==> config.mk <==
export PLATFORM = sky130hd
export DESIGN_NAME = infix_expression_evaluator_core
export DESIGN_NICKNAME = d
export VERILOG_FILES = /design/src/sv/ieval_pkg.sv /design/src/sv/ieval_muldiv.sv /design/src/sv/infix_expression_evaluator_core.sv
export SDC_FILE = /design/constraint.sdc
export NUM_CORES = 1
export LEC_CHECK = 0
export BUFFER_PORTS_ARGS = -buffer_cell sky130_fd_sc_hd__buf_2
export CELL_PAD_IN_SITES_DETAIL_PLACEMENT = 1
export CELL_PAD_IN_SITES_GLOBAL_PLACEMENT = 1
export CORE_MARGIN = 2
export CORE_UTILIZATION = 46
export CTS_BUF_LIST = sky130_fd_sc_hd__clkbuf_2 sky130_fd_sc_hd__clkbuf_4 sky130_fd_sc_hd__clkbuf_8
export CTS_CLUSTER_SIZE = 40
export DETAILED_ROUTE_END_ITERATION = 7
export GPL_ROUTABILITY_DRIVEN = 0
export PLACE_DENSITY = 0.76
export SYNTH_ARGS = -nofsm -noshare
export SYNTH_HDL_FRONTEND = slang
export SYNTH_SLANG_ARGS = --single-unit
==> constraint.sdc <==
create_clock -name aclk -period 4.4 [get_ports aclk]
set_input_delay 0.88 -clock aclk [delete_from_list [all_inputs] [get_ports aclk]]
set_output_delay 0.88 -clock aclk [all_outputs]
set_load 0.1 [all_outputs]
==> src/sv/ieval_pkg.sv <==
// Shared types and constants for the infix expression evaluator.
`timescale 1ns / 1ps

package ieval_pkg;

    typedef enum logic [2:0] {
        OP_ADD   = 3'd0,
        OP_SUB   = 3'd1,
        OP_MUL   = 3'd2,
        OP_DIV   = 3'd3,
        OP_OTHER = 3'd4
    } op_t;

    localparam logic [7:0] CH_PLUS  = 8'h2B;
    localparam logic [7:0] CH_MINUS = 8'h2D;
    localparam logic [7:0] CH_STAR  = 8'h2A;
    localparam logic [7:0] CH_SLASH = 8'h2F;
    localparam logic [7:0] CH_ZERO  = 8'h30;
    localparam logic [7:0] CH_NINE  = 8'h39;
    localparam logic [7:0] CH_SPACE = 8'h20;

    localparam int OUT_WIDTH = 32;

    typedef struct packed {
        logic start;
        logic is_div;
    } md_req_t;

    typedef struct packed {
        logic done;
    } md_rsp_t;

endpackage

==> src/sv/ieval_muldiv.sv <==
// Iterative multiply / signed divide unit sharing one adder, one bit per cycle.
`timescale 1ns / 1ps

module ieval_muldiv #(
    parameter int W = 32
) (
    input  logic              aclk,
    input  logic              aresetn,
    input  ieval_pkg::md_req_t req,
    input  logic [W-1:0]      opa,
    input  logic [W-1:0]      opb,
    output ieval_pkg::md_rsp_t rsp,
    output logic [W-1:0]      result
);
    import ieval_pkg::*;

    localparam int CW = $clog2(W);

    logic          busy_reg, busy_next;
    logic          fix_reg, fix_next;
    logic          done_reg, done_next;
    logic          div_reg, div_next;
    logic          neg_reg, neg_next;
    logic [CW-1:0] cnt_reg, cnt_next;
    logic [W-1:0]  acc_reg, acc_next;
    logic [W-1:0]  dvs_reg, dvs_next;
    logic [W-1:0]  sh_reg, sh_next;
    logic [W-1:0]  res_reg, res_next;

    logic [W:0] add_x, add_y, add_sum;

    // shared adder: multiply accumulates, divide trial-subtracts
    always_comb begin
        add_x   = div_reg ? {acc_reg, sh_reg[W-1]} : {1'b0, acc_reg};
        add_y   = {1'b0, dvs_reg};
        add_sum = add_x + (add_y ^ {(W+1){div_reg}}) + (W+1)'(div_reg);
    end

    always_comb begin
        busy_next = busy_reg;
        fix_next  = 1'b0;
        done_next = 1'b0;
        div_next  = div_reg;
        neg_next  = neg_reg;
        cnt_next  = cnt_reg;
        acc_next  = acc_reg;
        dvs_next  = dvs_reg;
        sh_next   = sh_reg;
        res_next  = res_reg;
        if (req.start) begin
            busy_next = 1'b1;
            div_next  = req.is_div;
            cnt_next  = CW'(W - 1);
            acc_next  = '0;
            if (req.is_div) begin
                neg_next = opa[W-1] ^ opb[W-1];
                sh_next  = opa[W-1] ? (~opa + W'(1)) : opa;
                dvs_next = opb[W-1] ? (~opb + W'(1)) : opb;
            end else begin
                neg_next = 1'b0;
                dvs_next = opa;
                sh_next  = opb;
            end
        end else if (busy_reg) begin
            if (div_reg) begin
                if (!add_sum[W]) begin
                    acc_next = add_sum[W-1:0];
                    sh_next  = {sh_reg[W-2:0], 1'b1};
                end else begin
                    acc_next = add_x[W-1:0];
                    sh_next  = {sh_reg[W-2:0], 1'b0};
                end
            end else begin
                if (sh_reg[0]) begin
                    acc_next = add_sum[W-1:0];
                end
                dvs_next = {dvs_reg[W-2:0], 1'b0};
                sh_next  = {1'b0, sh_reg[W-1:1]};
            end
            cnt_next = cnt_reg - CW'(1);
            if (cnt_reg == '0) begin
                busy_next = 1'b0;
                fix_next  = 1'b1;
            end
        end else if (fix_reg) begin
            // sign correction of the quotient, or the product passed through for multiply
            if (div_reg) begin
                res_next = neg_reg ? (~sh_reg + W'(1)) : sh_reg;
            end else begin
                res_next = acc_reg;
            end
            done_next = 1'b1;
        end
    end

    always_ff @(posedge aclk) begin
        if (!aresetn) begin
            busy_reg <= 1'b0;
            fix_reg  <= 1'b0;
            done_reg <= 1'b0;
        end else begin
            busy_reg <= busy_next;
            fix_reg  <= fix_next;
            done_reg <= done_next;
        end
        div_reg <= div_next;
        neg_reg <= neg_next;
        cnt_reg <= cnt_next;
        acc_reg <= acc_next;
        dvs_reg <= dvs_next;
        sh_reg  <= sh_next;
        res_reg <= res_next;
    end

    assign rsp.done = done_reg;
    assign result   = res_reg;

endmodule

==> src/sv/infix_expression_evaluator_core.sv <==
// Infix expression evaluator top level: character sequencer, term registers, result register.
// A digit or space is taken in ST_IDLE; a + - or other operator fold is done in ST_FOLD;
// a * or / fold runs the shared bit-serial multiply/divide unit from ST_FOLD and waits in ST_WAIT.
// End of text adds one more fold, then ST_OUT loads the result register once it is empty or being read.
// A new character is accepted only in ST_IDLE, so s_ready stays low while a fold or result load is pending.
// Reset (aresetn low, synchronous) clears all terms, the error flag and the result valid.
`timescale 1ns / 1ps

module infix_expression_evaluator_core #(
    parameter int DATA_WIDTH = 32
) (
    input  logic        aclk,
    input  logic        aresetn,
    input  logic        s_valid,
    output logic        s_ready,
    input  logic [7:0]  s_char_code,
    input  logic        s_end_of_text,
    output logic        m_valid,
    input  logic        m_ready,
    output logic signed [31:0] m_value,
    output logic        m_div_zero
);
    import ieval_pkg::*;

    localparam int W = DATA_WIDTH;

    typedef enum logic [3:0] {
        ST_IDLE = 4'b0001,
        ST_FOLD = 4'b0010,
        ST_WAIT = 4'b0100,
        ST_OUT  = 4'b1000
    } state_t;

    state_t       state_reg, state_next;
    op_t          pending_op_reg, pending_op_next;
    op_t          new_op_reg, new_op_next;
    logic         have_op_reg, have_op_next;
    logic         last_reg, last_next;
    logic [W-1:0] number_reg, number_next;
    logic [W-1:0] last_term_reg, last_term_next;
    logic [W-1:0] term_sum_reg, term_sum_next;
    logic         error_reg, error_next;
    logic         m_valid_reg, m_valid_next;
    logic [31:0]  m_value_reg, m_value_next;
    logic         m_div_zero_reg, m_div_zero_next;

    md_req_t      md_req;
    md_rsp_t      md_rsp;
    logic [W-1:0] md_result;
    logic         fold_done;
    logic [W-1:0] total;
    logic [31:0]  total_out;

    ieval_muldiv #(
        .W(W)
    ) u_muldiv (
        .aclk    (aclk),
        .aresetn (aresetn),
        .req     (md_req),
        .opa     (last_term_reg),
        .opb     (number_reg),
        .rsp     (md_rsp),
        .result  (md_result)
    );

    assign total = term_sum_reg + last_term_reg;

    generate
        if (W >= OUT_WIDTH) begin : g_wide
            assign total_out = total[OUT_WIDTH-1:0];
        end else begin : g_narrow
            assign total_out = {{(OUT_WIDTH-W){1'b0}}, total};
        end
    endgenerate

    always_comb begin
        state_next      = state_reg;
        pending_op_next = pending_op_reg;
        new_op_next     = new_op_reg;
        have_op_next    = have_op_reg;
        last_next       = last_reg;
        number_next     = number_reg;
        last_term_next  = last_term_reg;
        term_sum_next   = term_sum_reg;
        error_next      = error_reg;
        m_valid_next    = m_valid_reg && !m_ready;
        m_value_next    = m_value_reg;
        m_div_zero_next = m_div_zero_reg;
        md_req.start    = 1'b0;
        md_req.is_div   = 1'b0;
        fold_done       = 1'b0;

        case (state_reg)
            ST_IDLE: begin
                if (s_valid) begin
                    last_next    = s_end_of_text;
                    have_op_next = 1'b0;
                    state_next   = s_end_of_text ? ST_FOLD : ST_IDLE;
                    if (s_char_code >= CH_ZERO && s_char_code <= CH_NINE) begin
                        number_next = {number_reg[W-4:0], 3'b000}
                                    + {number_reg[W-2:0], 1'b0}
                                    + W'(s_char_code[3:0]);
                    end else if (s_char_code != CH_SPACE) begin
                        have_op_next = 1'b1;
                        state_next   = ST_FOLD;
                        case (s_char_code)
                            CH_PLUS:  new_op_next = OP_ADD;
                            CH_MINUS: new_op_next = OP_SUB;
                            CH_STAR:  new_op_next = OP_MUL;
                            CH_SLASH: new_op_next = OP_DIV;
                            default:  new_op_next = OP_OTHER;
                        endcase
                    end
                end
            end
            ST_FOLD: begin
                case (pending_op_reg)
                    OP_ADD: begin
                        term_sum_next  = total;
                        last_term_next = number_reg;
                        fold_done      = 1'b1;
                    end
                    OP_SUB: begin
                        term_sum_next  = total;
                        last_term_next = ~number_reg + W'(1);
                        fold_done      = 1'b1;
                    end
                    OP_MUL: begin
                        md_req.start = 1'b1;
                        state_next   = ST_WAIT;
                    end
                    OP_DIV: begin
                        if (number_reg == '0) begin
                            error_next     = 1'b1;
                            last_term_next = '0;
                            fold_done      = 1'b1;
                        end else begin
                            md_req.start  = 1'b1;
                            md_req.is_div = 1'b1;
                            state_next    = ST_WAIT;
                        end
                    end
                    default: begin
                        fold_done = 1'b1;
                    end
                endcase
            end
            ST_WAIT: begin
                if (md_rsp.done) begin
                    last_term_next = md_result;
                    fold_done      = 1'b1;
                end
            end
            ST_OUT: begin
                if (!m_valid_reg || m_ready) begin
                    m_valid_next    = 1'b1;
                    m_value_next    = total_out;
                    m_div_zero_next = error_reg;
                    pending_op_next = OP_ADD;
                    number_next     = '0;
                    last_term_next  = '0;
                    term_sum_next   = '0;
                    error_next      = 1'b0;
                    state_next      = ST_IDLE;
                end
            end
            default: begin
                state_next = ST_IDLE;
            end
        endcase

        if (fold_done) begin
            number_next = '0;
            if (have_op_reg) begin
                pending_op_next = new_op_reg;
                have_op_next    = 1'b0;
                state_next      = last_reg ? ST_FOLD : ST_IDLE;
            end else begin
                state_next = ST_OUT;
            end
        end
    end

    always_ff @(posedge aclk) begin
        if (!aresetn) begin
            state_reg      <= ST_IDLE;
            pending_op_reg <= OP_ADD;
            have_op_reg    <= 1'b0;
            last_reg       <= 1'b0;
            number_reg     <= '0;
            last_term_reg  <= '0;
            term_sum_reg   <= '0;
            error_reg      <= 1'b0;
            m_valid_reg    <= 1'b0;
        end else begin
            state_reg      <= state_next;
            pending_op_reg <= pending_op_next;
            have_op_reg    <= have_op_next;
            last_reg       <= last_next;
            number_reg     <= number_next;
            last_term_reg  <= last_term_next;
            term_sum_reg   <= term_sum_next;
            error_reg      <= error_next;
            m_valid_reg    <= m_valid_next;
        end
        new_op_reg     <= new_op_next;
        m_value_reg    <= m_value_next;
        m_div_zero_reg <= m_div_zero_next;
    end

    assign s_ready    = (state_reg == ST_IDLE);
    assign m_valid    = m_valid_reg;
    assign m_value    = m_value_reg;
    assign m_div_zero = m_div_zero_reg;

endmodule

**Word level (Yosys, flattened, before mapping)**

Cells that the tools add are included.

- Bits in registers: 281
- Bits in latches: 0
- Memory bits (writable): 0
- Memory bits (read-only): 0
- Input bits: 13
- Output and inout bits: 35
- Memories: 0

- Add/subtract/negate cells: 9
- $mul: 0
- Div/mod/pow operators: 0
- $lt $le $gt $ge: 2
- Equal/unequal tests: 27
- Shift operators: 0
- Mux-type cells: 68
- Bitwise gates (word level): 9
- Reduce and logical (&&, ||, !) cells: 28

Operators by type and width:

| kind | number |
|---|---|
| 32-bit 2-to-1 mux | 21 |
| 32-bit one-hot mux with 3 select lines | 2 |
| 32-bit one-hot mux with 2 select lines | 2 |
| 32-bit by 1-bit adder with 32-bit output, second input constant | 3 |
| 32-bit NOT | 3 |
| 32-bit adder | 2 |
| 33-bit by 1-bit adder with 33-bit output | 1 |
| 33-bit adder | 1 |
| 33-bit 2-to-1 mux | 1 |
| 32-bit by 33-bit XOR with 33-bit output | 1 |
| 32-bit by 4-bit adder with 32-bit output | 1 |
| 8-bit by 6-bit == test with 1-bit output, second input constant | 4 |
| 32-bit zero test | 1 |
| 1-bit 2-to-1 mux | 20 |
| 4-bit 2-to-1 mux | 5 |
| 4-bit one-hot mux with 4 select lines | 1 |
| 2-bit != test, second input constant | 7 |
| 2-bit 2-to-1 mux | 6 |
| 3-bit 2-to-1 mux | 4 |
| 3-bit one-hot mux with 4 select lines | 1 |
| 4-bit AND reduction | 3 |
| 5-bit AND reduction | 2 |
| 8-bit by 6-bit greater-or-equal comparator with 1-bit output, second input constant | 1 |
| 8-bit by 6-bit less-or-equal comparator with 1-bit output, second input constant | 1 |
| other kinds (28) | 49 |

**Longest topological paths before layout**

- Depth after elaboration: 7
- Gate-level depth with buffers: 18
- Mapped depth without buffers: 14

**Hierarchy**

Synthesis repeated with hierarchy kept, for this count alone.

- Cell total of the unflattened synthesis: 2308
- Area total of the unflattened synthesis: 20438.4 um^2

By module, submodules not included:

| module | times used | cells an instance | area an instance (um^2) | seq. area each (um^2) |
|---|---|---|---|---|
| ieval_muldiv | 1 | 1231 | 10924.2 | 3743.6 |
| infix_expression_evaluator_core | 1 | 1077 | 9514.1 | 3223.1 |

**Least setup slack after synthesis**

Ideal clock, no wire load.

- Path type: register -> register
- From: reg state_reg[3]
- To: reg number_reg[0]
- Setup time: 0.070 ns
- Data arrival time: 5.369 ns
- Required time: 4.330 ns
- Setup slack: -1.039 ns
- Stages on the path, launching flop included: 7
- Path buffers: 1
- Cells stage by stage: dfxtp_1 nor4b_1 nand2_1 nor3_1 clkbuf_1 nand2_1 a21oi_1

- Word-level cells in the longest chain between the ends: 3

Ends and longest elaborated chain:

| what | RTL line | RTL |
|---|---|---|
| start, declared | infix_expression_evaluator_core.sv:34 | `state_t state_reg, state_next;` |
| start signal, assigned | infix_expression_evaluator_core.sv:196 | `state_reg <= state_next;` |
| 4-bit by 1-bit == test with 1-bit output * | n/a |  |
| net s_ready | infix_expression_evaluator_core.sv:15 | `output logic s_ready,` |
| 2-bit by 1-bit != test with 1-bit output (no line) (tied with other cells) | n/a |  |
| 4-bit AND reduction (no line) | n/a |  |
| end signal, assigned | infix_expression_evaluator_core.sv:200 | `number_reg <= number_next;` |
| end, declared | infix_expression_evaluator_core.sv:39 | `logic [W-1:0] number_reg, number_next;` |

Mark *: on every way through the listed nets, which the timed path passes. The rest lies on a longest branch.
A chain may end at the register's enable or synchronous reset.

**Worst setup path after layout**

- From: reg u_muldiv.div_reg
- To: reg u_muldiv.acc_reg[16]

- Word-level cells in the longest chain between the ends: 5

Ends and longest elaborated chain:

| what | RTL line | RTL |
|---|---|---|
| start, declared | ieval_muldiv.sv:22 | `logic div_reg, div_next;` |
| start signal, assigned | ieval_muldiv.sv:106 | `div_reg <= div_next;` |
| 33-bit 2-to-1 mux or 32-bit by 33-bit XOR with 33-bit output (tied branches) | ieval_muldiv.sv:34, ieval_muldiv.sv:36 |  |
| 33-bit adder | ieval_muldiv.sv:36 | `add_sum = add_x + (add_y ^ {(W+1){div_reg}}) + (W+1)'(div_reg);` |
| 33-bit by 1-bit adder with 33-bit output | ieval_muldiv.sv:36 |  |
| 32-bit 2-to-1 mux (on tied branches) | ieval_muldiv.sv:74, ieval_muldiv.sv:66 |  |
| 32-bit 2-to-1 mux | ieval_muldiv.sv:65 | `if (div_reg) begin` |
| end signal, assigned | ieval_muldiv.sv:109 | `acc_reg <= acc_next;` |
| end, declared | ieval_muldiv.sv:25 | `logic [W-1:0] acc_reg, acc_next;` |

Parallel ways exist; a longest one is shown, timed or not. The select of a mux whose other input is x is not followed.

==> results.md <==
* Status: completed
* Critical path class: reg2reg
* WL met1 at 29.1 mm
* Final worst clock skew at 0.0251 ns
* Vias in the first global route at 18000
* Fin crit share at 91.8%
* Clock buffer count from CTS at 49
* I/O Buffers at 47
* Syn_nets at 2469
* Final setup violation count at 0
* Final Slew Violations at 0
* CTS H-tree depth at 2
* Post_cts resized at 0
* Worst-Margin Slew at 1.22 ns
* Multiplexer share of the synthesized area at 4.93%
* Residual DRC at 0
* Placed insts at 2864
* Post-CTS Hold Buffers at 0
* Initial DRC count at 999
* Power Dens Cells at 280 mW/mm2
* Leakage at 9.48 nW
* CP arrival at 4.47 ns
* Metal3 WL at 2.34 mm
* DP HPWL at 44.4 mm
* Syn Area/Cell at 8.65 um2
* Hold WC Path Type: reg2reg
* CP required at 4.83 ns
* Highest routed layer: met4
* Area grow syn2layout at 9.89%
* First-pass GRT wire length at 97.9 mm
* Post-Synth XOR/XNOR Area at 9.05%
* Clk pin slew, worst setup/hold paths at 0.07 ns
* Post-Synth Adder-Cell Area at 8.17%
* RSZ-0062 raised after global routing: false
* Total grt overflow at 0
* Synth area leaders: edfxtp_1 (20%), dfxtp_1 (15%), ha_1 (7.8%)
* Ratio of cells with drive above 1 in the final layout at 11.1%
* Die area at 0.0455 mm2
* Io pins at 48
* Clock sinks at 281
* Antenna cell count at 0
* Post-synth top area share at 20.0%
* F_max at 247 MHz
* Post-synthesis cell count at 2327
* Clk root buf: clkbuf_8
* Clk_lat worst skew at 0.61 ns
* Max-Cap Viols at 0
* Initial antenna violation count at 1
* Final Hold Fails at 0
* Clk buf depth at 3
* Flops & latches, synth at 281
* Minimum clock period at 4.04 ns
* Post-Synth Simple-Gate Area at 15.5%
* CP endpoint kind: register
* Post-synthesis cell area at 0.0201 mm2
* Rel. slew slack at 18.2%
* CORE AREA at 0.0432 mm2
* DR WL met2 at 28.3 mm
* Final setup TNS at 0 ns
* Total GRT Usage at 27.0%
* Crit Path Max Fanout at 42
* # nets final at 2472
* CTS tree: done
* WL/cell at 20.6 um
* Seq/Total Area, Yosys at 34.6%
* Post-synth ARST share at 0%
* EDFF count, synth at 134
* Largest net degree at the start of global routing at 81
* Initial Util at 46.6%
* Total number of vias at 17600
* Main combinational cell family by area after synthesis: compound AO/OA/AOI/OAI gates
* DRT Pass-1 Iters at 5
* Yosys warnings at 0
* Post-CTS Setup Bufs at 0
* Post-Route WL at 61.0 mm
* Worst VDD drop at 0.000224 V
* Row count at 76
* Count of unique library cells instantiated by Yosys at 82
* Die width at 213 um
* Die Span Y at 213 um
* Post-route insts no fill at 2955
* Post-route ant nets at 0
* Cell accounting for the most synthesized area: edfxtp_1
* Worst Setup Start Kind: register
* Compound-Gate Fraction of Synth Area at 23.7%
* DR vias/cell at 5.97
* Main flop type after synthesis: dfxtp_1
[final cells by class]
cell class / count / area [um2]
Tap cell: 585 / 732
Inverter: 53 / 199
Sequential cell: 281 / 6970
Multi-Input combinational cell: 1838 / 12400
Timing Repair Buffer: 107 / 811
Clock inverter: 13 / 66.3
Fill cell: 5123 / 21000
Clock buffer: 78 / 936
[cells by family (layout without fill, tap and decap cells)]
family / Yosys count / in the layout
compound gates: 745 / 745
xor+xnor: 208 / 208
fa+ha+maj: 129 / 129
buf+inv: 208 / 251
flops: 281 / 281
mux: 95 / 95
simple gates: 661 / 661
[path summary, 6_finish.rpt]
kind	startpoint	end	slack (ns)	depth (start not counted)
setup / recovery	u_muldiv.div_reg	u_muldiv.acc_reg[16]	0.36	14
hold / removal	error_reg	m_div_zero	0.45	0
setup reg to reg	u_muldiv.div_reg	u_muldiv.acc_reg[16]	0.36	14
hold reg to reg	error_reg	m_div_zero	0.45	0
[worst max-delay path: stages (launching register included)]
cell and delay (ns):
edfxtp_1 0.40, buf_12 0.25, mux2_2 0.40, fa_1 0.46, a211oi_1 0.31, o211ai_1 0.20, a211oi_1 0.34, buf_4 0.19
nor4_1 0.07, o21ai_0 0.30, xnor2_1 0.19, nand2b_2 0.18, buf_12 0.24, mux2i_1 0.22, a211oi_1 0.10
[Yosys cell counts (8+ instances only)]
library cell / n
nand2_1: 277
o21ai_0: 219
a21oi_1: 178
dfxtp_1: 147
xor2_1: 140
edfxtp_1: 134
ha_1: 125
clkbuf_1: 123
nor2_1: 119
xnor2_1: 68
o211ai_1: 64
mux2i_1: 62
nand3_1: 57
inv_1: 52
a21o_1: 44
a22oi_1: 41
mux2_2: 33
o211a_1: 33
nor3_1: 32
or3_1: 31
nor2b_1: 30
o31ai_1: 19
nand4_1: 18
and3_1: 17
buf_1: 16
nand2b_1: 16
buf_2: 15
o21a_1: 15
a211oi_1: 14
o21bai_1: 14
a31oi_1: 13
and2_1: 13
a22o_1: 11
o21ai_1: 10
or2_2: 9
nor4_1: 8
o41ai_1: 8
or4_1: 8
[stage by stage]
step	worst slack [ns]	hold WS [ns]	cell area, um2	power (mW)	util, %
floorplan	0.0491	0.409	20100	3.49	-
global placement	0.158	0.425	21100	3.72	48.9
detailed placement	0.0811	0.429	21100	3.75	48.9
CTS	0.365	0.456	22100	6.25	51.3
global route	0.0392	0.463	22100	6.45	51.3
finish	0.360	0.449	22100	6.19	51.3
[report_power, final]
group          total [mW]  leakage [nW]  internal (mW)  switching (mW)
clock network        2.48         0.542           1.35            1.13
registers            2.91          2.41           2.79           0.121
logic               0.797          6.53          0.308           0.488
[layout by cell type (no fill, tap or decap), types with 56 or more instances in the layout]
master	n
a21oi_1	178
clkbuf_8	56
o21ai_0	218
xor2_1	140
xnor2_1	68
nand3_1	56
o211ai_1	64
dfxtp_1	147
ha_1	125
nand2_1	277
mux2i_1	62
edfxtp_1	134
nor2_1	118
[metal layers]
layer	up-vias	global-route usage (%)
met5	-	0
met4	0	6.99
met3	77	2.78
met2	317	45.0
met1	8686	37.4
li1	8558	-
Note: power is estimated with default switching activity, not from simulation.
